<file path="config.mk">
export PLATFORM = sky130hd
export DESIGN_NAME = cpa_div
export DESIGN_NICKNAME = d
export VERILOG_FILES = /design/src/rtl/core/cpa_pkg.sv /design/src/rtl/core/cpa_div.sv
export SDC_FILE = /design/constraint.sdc
export NUM_CORES = 1
export LEC_CHECK = 0
export BUFFER_PORTS_ARGS = -buffer_cell sky130_fd_sc_hd__buf_2
export CAP_MARGIN = 15
export CORE_ASPECT_RATIO = 0.7
export CORE_MARGIN = 3
export CORE_UTILIZATION = 49
export CTS_BUF_LIST = sky130_fd_sc_hd__clkbuf_16
export DETAILED_ROUTE_END_ITERATION = 8
export PLACE_DENSITY_LB_ADDON = 0.25
export SLEW_MARGIN = 30
export SYNTH_ARGS = -nofsm -noshare
export SYNTH_HDL_FRONTEND = slang
export SYNTH_SLANG_ARGS = --single-unit
</file>
<file path="constraint.sdc">
create_clock -name clock -period 2.4 [get_ports clock]
set_input_delay 0.48 -clock clock [delete_from_list [all_inputs] [get_ports clock]]
set_output_delay 0.48 -clock clock [all_outputs]
set_load 0.005 [all_outputs]
</file>
<file path="src/rtl/core/cpa_pkg.sv">
`timescale 1ns / 1ps
package cpa_pkg;
   localparam int ChunkCount = 256;
   localparam int IdxW = $clog2(ChunkCount);
   localparam int CntW = $clog2(ChunkCount + 1);
   localparam int ByteW = 20;
   localparam int SizeW = 13;
   localparam int StatW = 3;

   typedef logic [IdxW-1:0] idx_type;
   typedef logic [CntW-1:0] cnt_type;

   localparam logic [StatW-1:0] ST_OK = 3'd0;
   localparam logic [StatW-1:0] ST_NOSPACE = 3'd1;
   localparam logic [StatW-1:0] ST_ZERO = 3'd2;
   localparam logic [StatW-1:0] ST_RANGE = 3'd3;
   localparam logic [StatW-1:0] ST_NOHEAD = 3'd4;

   localparam logic CMD_ALLOC = 1'b0;
   localparam logic CMD_FREE = 1'b1;

   typedef struct packed {
      logic start;
      logic busy;
      logic done;
   } div_ctl_type;
endpackage

</file>
<file path="src/rtl/core/cpa_div.sv">
`timescale 1ns / 1ps
// Restoring divider: one quotient bit per cycle.
module cpa_div (
   input  logic                     clock,
   input  logic                     reset,
   input  logic                     start,
   input  logic [cpa_pkg::ByteW:0]  dividend,
   input  logic [cpa_pkg::SizeW-1:0] divisor,
   output cpa_pkg::div_ctl_type     ctl,
   output logic [cpa_pkg::ByteW:0]  quotient
);
   import cpa_pkg::*;
   localparam int NW = ByteW + 1;
   localparam int CW = $clog2(NW + 1);

   logic [NW-1:0] q_ff, q_in;
   logic [SizeW:0] rem_ff, rem_in;
   logic [SizeW-1:0] dv_ff, dv_in;
   logic [CW-1:0] cnt_ff, cnt_in;
   logic busy_ff, busy_in, done_ff, done_in;
   logic [SizeW+1:0] trial;

   always_comb begin
      q_in = q_ff; rem_in = rem_ff; dv_in = dv_ff; cnt_in = cnt_ff;
      busy_in = busy_ff; done_in = 1'b0;
      trial = {rem_ff, q_ff[NW-1]} - {2'b00, dv_ff};
      if (start) begin
         q_in = dividend; rem_in = '0; dv_in = divisor;
         cnt_in = CW'(NW); busy_in = 1'b1;
      end else if (busy_ff) begin
         if (!trial[SizeW+1]) begin
            rem_in = trial[SizeW:0];
            q_in = {q_ff[NW-2:0], 1'b1};
         end else begin
            rem_in = {rem_ff[SizeW-1:0], q_ff[NW-1]};
            q_in = {q_ff[NW-2:0], 1'b0};
         end
         cnt_in = cnt_ff - 1'b1;
         if (cnt_ff == CW'(1)) begin
            busy_in = 1'b0; done_in = 1'b1;
         end
      end
   end

   always_ff @(posedge clock) begin
      if (reset) begin
         busy_ff <= 1'b0; done_ff <= 1'b0; cnt_ff <= '0;
      end else begin
         busy_ff <= busy_in; done_ff <= done_in; cnt_ff <= cnt_in;
      end
      q_ff <= q_in; rem_ff <= rem_in; dv_ff <= dv_in;
   end

   assign ctl = '{start: start, busy: busy_ff, done: done_ff};
   assign quotient = q_ff;
endmodule

</file>
==> out/qor.yml, run 1 <==
outcome:
  outcome: "finished with violations"
  violations: "setup timing"
power:
  p_leak_nw: 1.69
  ir_drop_uv: 359
  switchingPower_w: 0.000741
  swShare: 0.263
  powerDensity_nw_per_um2: 744
  comb_power_share: 0.260
  p_int_w: 0.00208
  power_frac_clock: 0.329
  seqPwrFrac: 0.411
clocking:
  cts_buffers: 5
  cts_num_sinks: 55
  clk_pin_slew_worst_paths_ns: 0.07
  root_buffer: "clkbuf_16"
  clk-insertion-delay-late_ns: 0.29
  clock_path_buffers: 2
  cts_tree: "yes"
  h-tree-depth: 2
job:
  maxCapViolations: 0
hold_path:
  hold_path_depth: 1
  worstHoldPathType: "input pin to flop"
cells_and_area:
  diodes: 0
  syn_to_final_growth_pct: 27.3
  final_design_area_no_fill_um2: 3790
  final_nets: 407
  drive_above_1_share: 0.389
  fin_util: 0.655
  layoutNonFillerInstCount: 430
detailed_routing:
  totalWireLength_mm: 6.46
  avgViaCountPerCell: 5.30
  avgRoutedWirePerCell_um: 15.0
  final_antenna_net_count: 0
  drcViolationCount: 0
  drt_iter0_markers: 123
  firstDrtPassIters: 5
  vias: 2279
setup_path:
  worstSetupPathType: "flop to flop"
  end_kind: "flop"
  worst_r2r_path_depth: 9
  startpoint_type: "flop"
  critPathRequiredTime_ns: 2.60
  crit_arrival_ns: 3.02
  cp_max_fo: 6
floorplanning:
  io-pin-count: 61
  die_w_um: 99.1
  rows: 23
  die_area_um2: 7060
  start_util: 0.514
  die_y_um: 71.2
  core-area_um2: 5780
place:
  gp_congestion: 0.878
  place_inst: 415
  io_buffers: 60
  dp_hpwl_mm: 4.61
  postPlaceCellArea_um2: 3520
yosys:
  synthFlopType: "edfxtp_1"
  syn_inst: 267
  yosysWarnings: 0
  yosysSeqAreaShare: 0.484
  synth_area_um2: 2980
  ys_types: 49
  synthSimpleGateAreaFrac: 0.104
  ys_ff_latch: 55
  synth_mux_area_frac: 0.118
  synthAdderAreaFrac: 0.0698
  synth_top_family_by_area: "compound AO/OA/AOI/OAI gates"
  avgSynthCellArea_um2: 11.1
  syn_nets: 320
  synth-edff-count: 34
  synth_xor_area_frac: 0.0383
  async_flop_share: 0
  synth_compound_area_frac: 0.140
sta:
  fin_crit_sh: 1.17
  setup_slack_ns: -0.416
  rsz0062_at_grt: "yes"
  holdWs_ns: 0.356
  drv_slew: 0
  finClkSkew_ns: 0.00503
  tightest_slew_ns: 0.515
  hold_violations: 0
  setup_viol: 15
  tns_ns: -4.76
  maxSlewHeadroom: 0.657
  fmax_ghz: 0.355
  min_period_ns: 2.82
global_routing:
  grt_overflow: 0
  antenna_found_initial: 0
  grt_pass1_vias: 2175
  grt_pass1_wl_mm: 10.8
  grt_start_max_net_pins: 37
  gr-usage-all-layers: 0.191
==> area by class of cell <==
cell class                 count  area, um^2
clock buffer                   5         125
clock inverter                 3        63.8
fill                         463        2000
inverter                      18        67.6
multi-input combinational    180        1440
sequential                    55        1440
tap                           75        93.8
timing repair buffer          94         559
==> per-stage QoR <==
stage          total power (W)  setup WS, ns
5_1_grt                0.00296        -0.545
4_1_cts                0.00281        -0.321
3_3_place_gp           0.00184        -0.222
2_1_floorplan          0.00161        -0.193
6_report               0.00282        -0.416
3_5_place_dp           0.00186        -0.301
==> path summary, 6_finish.rpt <==
| kind | startpoint | endpoint | slack (ns) |
|---|---|---|---|
| max | dv_ff[0]$_DFFE_PP_ | rem_ff[8]$_SDFFE_PP0P_ | -0.42 |
| min | divisor[4] | dv_ff[4]$_DFFE_PP_ | 0.36 |
| max reg2reg | dv_ff[0]$_DFFE_PP_ | rem_ff[8]$_SDFFE_PP0P_ | -0.42 |
| min reg2reg | cnt_ff[1]$_SDFFE_PP0P_ | cnt_ff[1]$_SDFFE_PP0P_ | 0.51 |
==> power groups by stage <==
stage,Sequential (W),Combinational [W],Clock [W]
finish,0.00116,0.000733,0.000928
global route,0.00117,0.000810,0.000980
CTS,0.00116,0.000716,0.000941
detailed placement,0.00118,0.000682,0
global placement,0.00117,0.000672,0
floorplan,0.00117,0.000440,0
==> cells in the final DEF (no fill, tap or decap), types with 3 or more instances in the layout <==
| cell | count |
|---|---|
| ha_1 | 14 |
| a21o_1 | 4 |
| mux2_2 | 21 |
| clkbuf_16 | 5 |
| nor2_1 | 22 |
| and3_1 | 3 |
| a311oi_1 | 4 |
| xnor2_1 | 9 |
| edfxtp_1 | 34 |
| buf_2 | 60 |
| nand2_1 | 16 |
| a211oi_1 | 10 |
| a21oi_1 | 12 |
| buf_4 | 33 |
| o21ai_0 | 4 |
| a211oi_2 | 3 |
| inv_1 | 19 |
| nand3_1 | 3 |
| dfxtp_1 | 21 |
| nor3_1 | 3 |
| xor2_1 | 4 |
| mux2i_1 | 10 |
==> critical path, stage by stage (launching register included) <==
cell,delay (ns)
edfxtp_1,0.42
ha_4,0.19
fa_2,0.33
and2b_1,0.23
o211ai_2,0.14
a211o_1,0.39
a211oi_4,0.31
nand2_4,0.10
or3_1,0.37
a311oi_1,0.25
==> flip-flops by register name, indices dropped and copies added (netlist names) <==
name      flops
quotient     21
rem_ff       14
busy_ff       1
done_ff       1
dv_ff        13
cnt_ff        5
==> Yosys cell counts (all sizes together) (3+ instances only) <==
cell	n	share of area
a211oi	14	0.041
a21o	4	0.010
a21oi	12	0.020
a311oi	4	0.012
and3	3	0.0063
buf	5	0.011
clkbuf	9	0.011
dfxtp	21	0.14
edfxtp	34	0.34
ha	15	0.063
inv	18	0.023
mux2	22	0.085
mux2i	10	0.034
nand2	17	0.024
nand3	4	0.0067
nor2	22	0.028
nor3	3	0.0050
o21ai	5	0.0084
xnor2	9	0.026
xor2	4	0.012
==> metal layers <==
layer | vias up | share of wire | global-route usage
met5 | - | 0 | 0
met4 | 0 | 0.0098 | 0.0500
met1 | 1085 | 0.50 | 0.270
li1 | 1148 | - | -
met2 | 41 | 0.44 | 0.300
met3 | 5 | 0.046 | 0.0414
==> what timing repair did <==
action / CTS / global route
endpoints found under the setup margin: 15 / 15
pin swaps: 5 / 16
endpoints found under the hold margin: 0 / 0
gates resized for setup: 1 / 5
hold buffers: 0 / 0
buffers inserted: 5 / 3
==> kinds of logic after synthesis <==
kind of cell | Yosys count
and+or+nand+nor | 63
AOI/OAI and AO/OA | 56
DFF | 55
buffers and inverters | 32
muxes | 32
adders and majority gates | 16
xor gates and xnor gates | 13
Note: power is estimated with default switching activity, not from simulation.
==> inputs of run 2 (changes only) <==
--- a/config.mk
+++ b/config.mk
@@ -13,6 +13,7 @@
 export CTS_BUF_LIST = sky130_fd_sc_hd__clkbuf_16
 export DETAILED_ROUTE_END_ITERATION = 8
 export PLACE_DENSITY_LB_ADDON = 0.25
+export RECOVER_POWER = 50
 export SLEW_MARGIN = 30
 export SYNTH_ARGS = -nofsm -noshare
 export SYNTH_HDL_FRONTEND = slang
==> run 2 against run 1 <==
Compared with the run above:
- the run still ends with setup timing left
- sequential power barely moved
- total power shrank 0.17%
- sequential share of layout area is 0.13 points higher
- critical path type unchanged
==> out/qor.yml, run 2 (synthesized netlist as in run 1, its figures left out) <==
clocking:
  cts_buffers: 5
  clock_path_buffers: 2
  h-tree-depth: 2
  cts_num_sinks: 55
  cts_tree: "yes"
  clk_pin_slew_worst_paths_ns: 0.07
  root_buffer: "clkbuf_16"
  cts_hold_buf: 0
  clk-insertion-delay-late_ns: 0.29
sta:
  tightest_slew_ns: 0.579
  hold_violations: 0
  setup_slack_ns: -0.416
  rsz0062_at_grt: "yes"
  setup_viol: 15
  fmax_ghz: 0.355
  holdWs_ns: 0.356
  fin_crit_sh: 1.17
  drv_slew: 0
  finClkSkew_ns: 0.00496
  min_period_ns: 2.82
  maxSlewHeadroom: 0.614
setup_path:
  r2r_start: "dv_ff[0]$_DFFE_PP_"
  end_kind: "flop"
  startpoint_type: "flop"
  crit_chain: "ha_4, fa_2, and2b_1, o211ai_2, a211o_1, a211oi_4, nand2_4, or3_1, a311oi_1"
  cp_max_fo: 6
  worstSetupStartpoint: "dv_ff[0]$_DFFE_PP_"
  critPathRequiredTime_ns: 2.60
  worstSetupPathType: "flop to flop"
  slowest_stage: "edfxtp_1"
  crit_arrival_ns: 3.02
  crit_path_max_incr_delay_ns: 0.42
global_routing:
  busiest_layer: "met2"
  grt_start_max_net_pins: 37
  grt_use_met3: 0.0414
  grtUsageMet1: 0.270
  grt_overflow: 0
  antenna_found_initial: 0
  grt_pass1_vias: 2175
  grt_pass1_wl_mm: 10.8
  gr-usage-met2: 0.300
  gr-usage-all-layers: 0.191
floorplanning:
  die_w_um: 99.1
  io-pin-count: 61
  rows: 23
  start_util: 0.514
  core-area_um2: 5780
  die_area_um2: 7060
  die_y_um: 71.2
outcome:
  outcome: "finished with violations"
  violations: "setup timing"
hold_path:
  hp-start: "divisor[4]"
  worstHoldPathType: "input pin to flop"
detailed_routing:
  avgViaCountPerCell: 5.30
  vias: 2281
  final_antenna_net_count: 0
  firstDrtPassIters: 5
  avgRoutedWirePerCell_um: 15.1
  totalWireLength_mm: 6.48
  drcViolationCount: 0
  drt_iter0_markers: 119
cells_and_area:
  final_nets: 407
  layout_commonest_cell: "buf_2"
  layoutNonFillerInstCount: 430
  drive_above_1_share: 0.366
  largest_reg_flops: 21
  syn_to_final_growth_pct: 26.9
  final_cell_mix: "53 x buf_2, 34 x edfxtp_1, 32 x buf_4"
  diodes: 0
place:
  place_inst: 415
  gp_congestion: 0.878
  io_buffers: 60
  dp_hpwl_mm: 4.61
  post-place-ws_ns: -0.301
power:
  comb_power_share: 0.259
  p_int_w: 0.00207
  power_frac_clock: 0.329
  switchingPower_w: 0.000740
  swShare: 0.263
  powerDensity_nw_per_um2: 745
  ir_drop_uv: 359
  p_leak_nw: 1.66
  seqPwrFrac: 0.411
job:
  maxCapViolations: 0
==> run 2: cell count changes in the layout (fill, tap and decap cells not counted) <==
cell and change:
clkbuf_1 +8, buf_2 -7, buf_4 -1
==> run 2: layout make-up <==
cell class / count / area, um^2
multi-input combinational: 180 / 1440
timing repair buffer: 94 / 547
clock inverter: 3 / 63.8
tap: 75 / 93.8
clock buffer: 5 / 125
inverter: 18 / 67.6
fill: 468 / 2010
sequential: 55 / 1440
==> run 2: power by group through the flow <==
| stage | clock [W] | combinational [W] | sequential, W |
|---|---|---|---|
| 6_report | 0.000926 | 0.000730 | 0.00116 |
| 4_1_cts | 0.000941 | 0.000716 | 0.00116 |
| 5_1_grt | 0.000980 | 0.000806 | 0.00117 |
| 3_3_place_gp | 0 | 0.000672 | 0.00117 |
| 3_5_place_dp | 0 | 0.000682 | 0.00118 |
| 2_1_floorplan | 0 | 0.000440 | 0.00117 |
==> run 2: worst max-delay path, delay by kind of cell, from the launching register on <==
family,cells,cell delay (ns)
compound gates,4,1.09
simple gates,3,0.70
fa+ha+maj,2,0.52
flops,1,0.42
==> run 2: worst paths after layout <==
| kind | endpoint | slack (ns) | cells past startpoint |
|---|---|---|---|
| worst max-delay path | rem_ff[8]$_SDFFE_PP0P_ | -0.42 | 9 |
| worst min register to register | cnt_ff[1]$_SDFFE_PP0P_ | 0.51 | 2 |
| worst min-delay path | dv_ff[4]$_DFFE_PP_ | 0.36 | 1 |
| worst max register to register | rem_ff[8]$_SDFFE_PP0P_ | -0.42 | 9 |
==> run 2: per-layer routing <==
metal	routed length [um]	share of wire	vias to the layer above
met3	312	0.048	5
met5	0	0	-
li1	-	-	1148
met4	63	0.0097	0
met2	2850	0.44	41
met1	3250	0.50	1087
==> run 2: stage by stage <==
step	setup TNS [ns]	total power, W	utilization	cell area (um^2)
floorplan	-1.28	0.00161	-	2990
CTS	-3.27	0.00281	0.648	3750
finish	-4.78	0.00281	0.653	3780
global route	-6.86	0.00295	0.653	3780
detailed placement	-3.04	0.00186	0.608	3520
global placement	-1.79	0.00184	0.608	3520
==> run 2: what timing repair did <==
item / CTS / global route
pin swaps: 5 / 16
gates cloned: 0 / 0
resized for setup: 1 / 5
endpoints found under the setup margin: 15 / 15
buffers inserted: 5 / 3
==> inputs of run 3 (changes only) <==
--- a/config.mk
+++ b/config.mk
@@ -5,11 +5,11 @@
 export SDC_FILE = /design/constraint.sdc
 export NUM_CORES = 1
 export LEC_CHECK = 0
+export ABC_AREA = 1
 export BUFFER_PORTS_ARGS = -buffer_cell sky130_fd_sc_hd__buf_2
 export CAP_MARGIN = 15
 export CORE_ASPECT_RATIO = 0.7
-export CORE_MARGIN = 3
-export CORE_UTILIZATION = 49
+export CORE_UTILIZATION = 50
 export CTS_BUF_LIST = sky130_fd_sc_hd__clkbuf_16
 export DETAILED_ROUTE_END_ITERATION = 8
 export PLACE_DENSITY_LB_ADDON = 0.25
==> run 3 against run 2 <==
Compared with the run above:
- the flow now finishes without violations
- combinational power decreased by 57%
- sequential share of layout area up 0.64 points
- critical path depth grew 4
- total power down 23%
- synthesized cell count rose by 62%
- highest routed layer unchanged
==> out/qor.yml, run 3 <==
sta:
  fmax_ghz: 0.446
  tightest_slew_ns: 0.851
  maxSlewHeadroom: 0.432
  tns_ns: 0
  finClkSkew_ns: 0.00488
  rsz0062_at_grt: "no"
  setup_viol: 0
  drv_slew: 0
  hold_violations: 0
  min_period_ns: 2.24
  fin_crit_sh: 0.935
floorplanning:
  rows: 24
  die_y_um: 69.5
  die_w_um: 98.5
  io-pin-count: 61
  die_area_um2: 6850
  start_util: 0.521
  core-area_um2: 6250
clocking:
  postCtsSetupBuffers: 0
  h-tree-depth: 2
  cts_resized: 0
  cts_num_sinks: 55
  clk_pin_slew_worst_paths_ns: 0.07
  cts_tree: "yes"
  clk-insertion-delay-late_ns: 0.29
  cts_hold_buf: 0
  cts_buffers: 5
  root_buffer: "clkbuf_16"
  clock_path_buffers: 2
setup_path:
  cp_max_fo: 13
  startpoint_type: "flop"
  crit_arrival_ns: 2.43
  worstSetupPathType: "flop to flop"
  end_kind: "flop"
  critPathRequiredTime_ns: 2.59
power:
  ir_drop_uv: 282
  power_w: 0.00216
  powerDensity_nw_per_um2: 581
  p_leak_nw: 1.97
yosys:
  synth_common_cells: "168 x nand2_1, 77 x inv_1, 34 x edfxtp_1, 28 x nand3_1, 23 x nand2_2"
  synth_area_leaders: "edfxtp_1 31%, nand2_1 19%, dfxtp_1 13%"
  yosysWarnings: 0
  syn_inst: 432
  synth.largest_area_cell: "edfxtp_1"
  synthFlopType: "edfxtp_1"
  synth_most_common_cell: "nand2_1"
  yosysSeqAreaShare: 0.443
  avgSynthCellArea_um2: 7.54
  ys_types: 29
  yosys.area.top_type_share: 0.313
  syn_nets: 485
  synth_area_um2: 3260
  synth-edff-count: 34
  ys_ff_latch: 55
  async_flop_share: 0
global_routing:
  grt_pass1_vias: 2625
  grt_overflow: 0
  grt_pass1_wl_mm: 12.0
  antenna_found_initial: 0
  grt_start_max_net_pins: 24
  gr-usage-all-layers: 0.219
cells_and_area:
  layout_commonest_cell: "nand2_1"
  drive_above_1_share: 0.181
  diodes: 0
  syn_to_final_growth_pct: 14.0
  final_nets: 544
  largest_reg_flops: 21
  final_cell_mix: "168 x nand2_1, 78 x inv_1, 51 x buf_2"
detailed_routing:
  firstDrtPassIters: 4
  avgRoutedWirePerCell_um: 12.4
  drt_iter0_markers: 180
  final_antenna_net_count: 0
  vias: 2822
  drcViolationCount: 0
  totalWireLength_mm: 7.05
  avgViaCountPerCell: 4.95
place:
  io_buffers: 60
  dp_hpwl_mm: 5.15
  gp_congestion: 0.890
outcome:
  outcome: "finished, final reports clean"
job:
  maxCapViolations: 0
hold_path:
  worstHoldPathType: "input pin to flop"
==> run 3: worst paths after layout <==
check                                from                       to  slack [ns]  cells after the start
hold reg to reg   rem_ff[11]$_SDFFE_PP0P_  rem_ff[11]$_SDFFE_PP0P_        0.47                      2
setup reg to reg   quotient[20]$_DFFE_PP_   rem_ff[2]$_SDFFE_PP0P_        0.16                     13
setup / recovery   quotient[20]$_DFFE_PP_   rem_ff[2]$_SDFFE_PP0P_        0.16                     13
hold / removal                      reset   cnt_ff[4]$_SDFFE_PP0P_        0.35                      2
==> run 3: kinds of logic (layout without fill, tap and decap cells) <==
family | count (synthesis) | count (layout) | synth area share
simple gates | 248 | 248 | 0.327
fa+ha+maj | 16 | 16 | 0.0638
buf+inv | 89 | 149 | 0.118
compound gates | 17 | 17 | 0.0300
xor+xnor | 7 | 7 | 0.0188
flops | 55 | 55 | 0.443
==> run 3: critical path, stage by stage, from the launching register on <==
cell and delay [ns]:
edfxtp_1 0.35, inv_1 0.07, ha_1 0.22, fa_1 0.42
inv_1 0.10, nand2_1 0.06, nand3_2 0.09, nand2_2 0.08
nand2_2 0.10, nand2_2 0.06, nand2_2 0.32, nand2_1 0.11
nand3_1 0.11, nand2_1 0.05
==> run 3: cell type report <==
type	count	area, um^2
clock buffer	5	125
clock inverter	3	20.0
fill	584	2530
inverter	77	289
multi-input combinational	288	1440
sequential	55	1440
tap	78	97.6
timing repair buffer	64	305
==> run 3: routing by layer <==
layer | share of wire | GRT usage
met1 | 0.50 | 0.324
met2 | 0.43 | 0.337
met3 | 0.067 | 0.0383
met4 | 0.0067 | 0.0448
met5 | 0 | 0
==> run 3: power by group <==
part | total, W | internal [W] | switching [W]
logic | 0.000317 | 0.000120 | 0.000197
clock network | 0.000724 | 0.000388 | 0.000336
registers | 0.00112 | 0.00108 | 0.0000348
==> run 3: per-stage QoR <==
step	setup slack [ns]	hold slack [ns]	utilization	instance area, um^2	cells
4_1_cts	0.155	0.348	0.599	3740	570
5_1_grt	0.0110	0.344	0.595	3710	570
3_5_place_dp	0.197	0.465	0.575	3590	562
6_report	0.155	0.348	0.595	3710	570
3_3_place_gp	0.280	0.453	0.575	3590	562
2_1_floorplan	0.436	0.442	-	3260	432
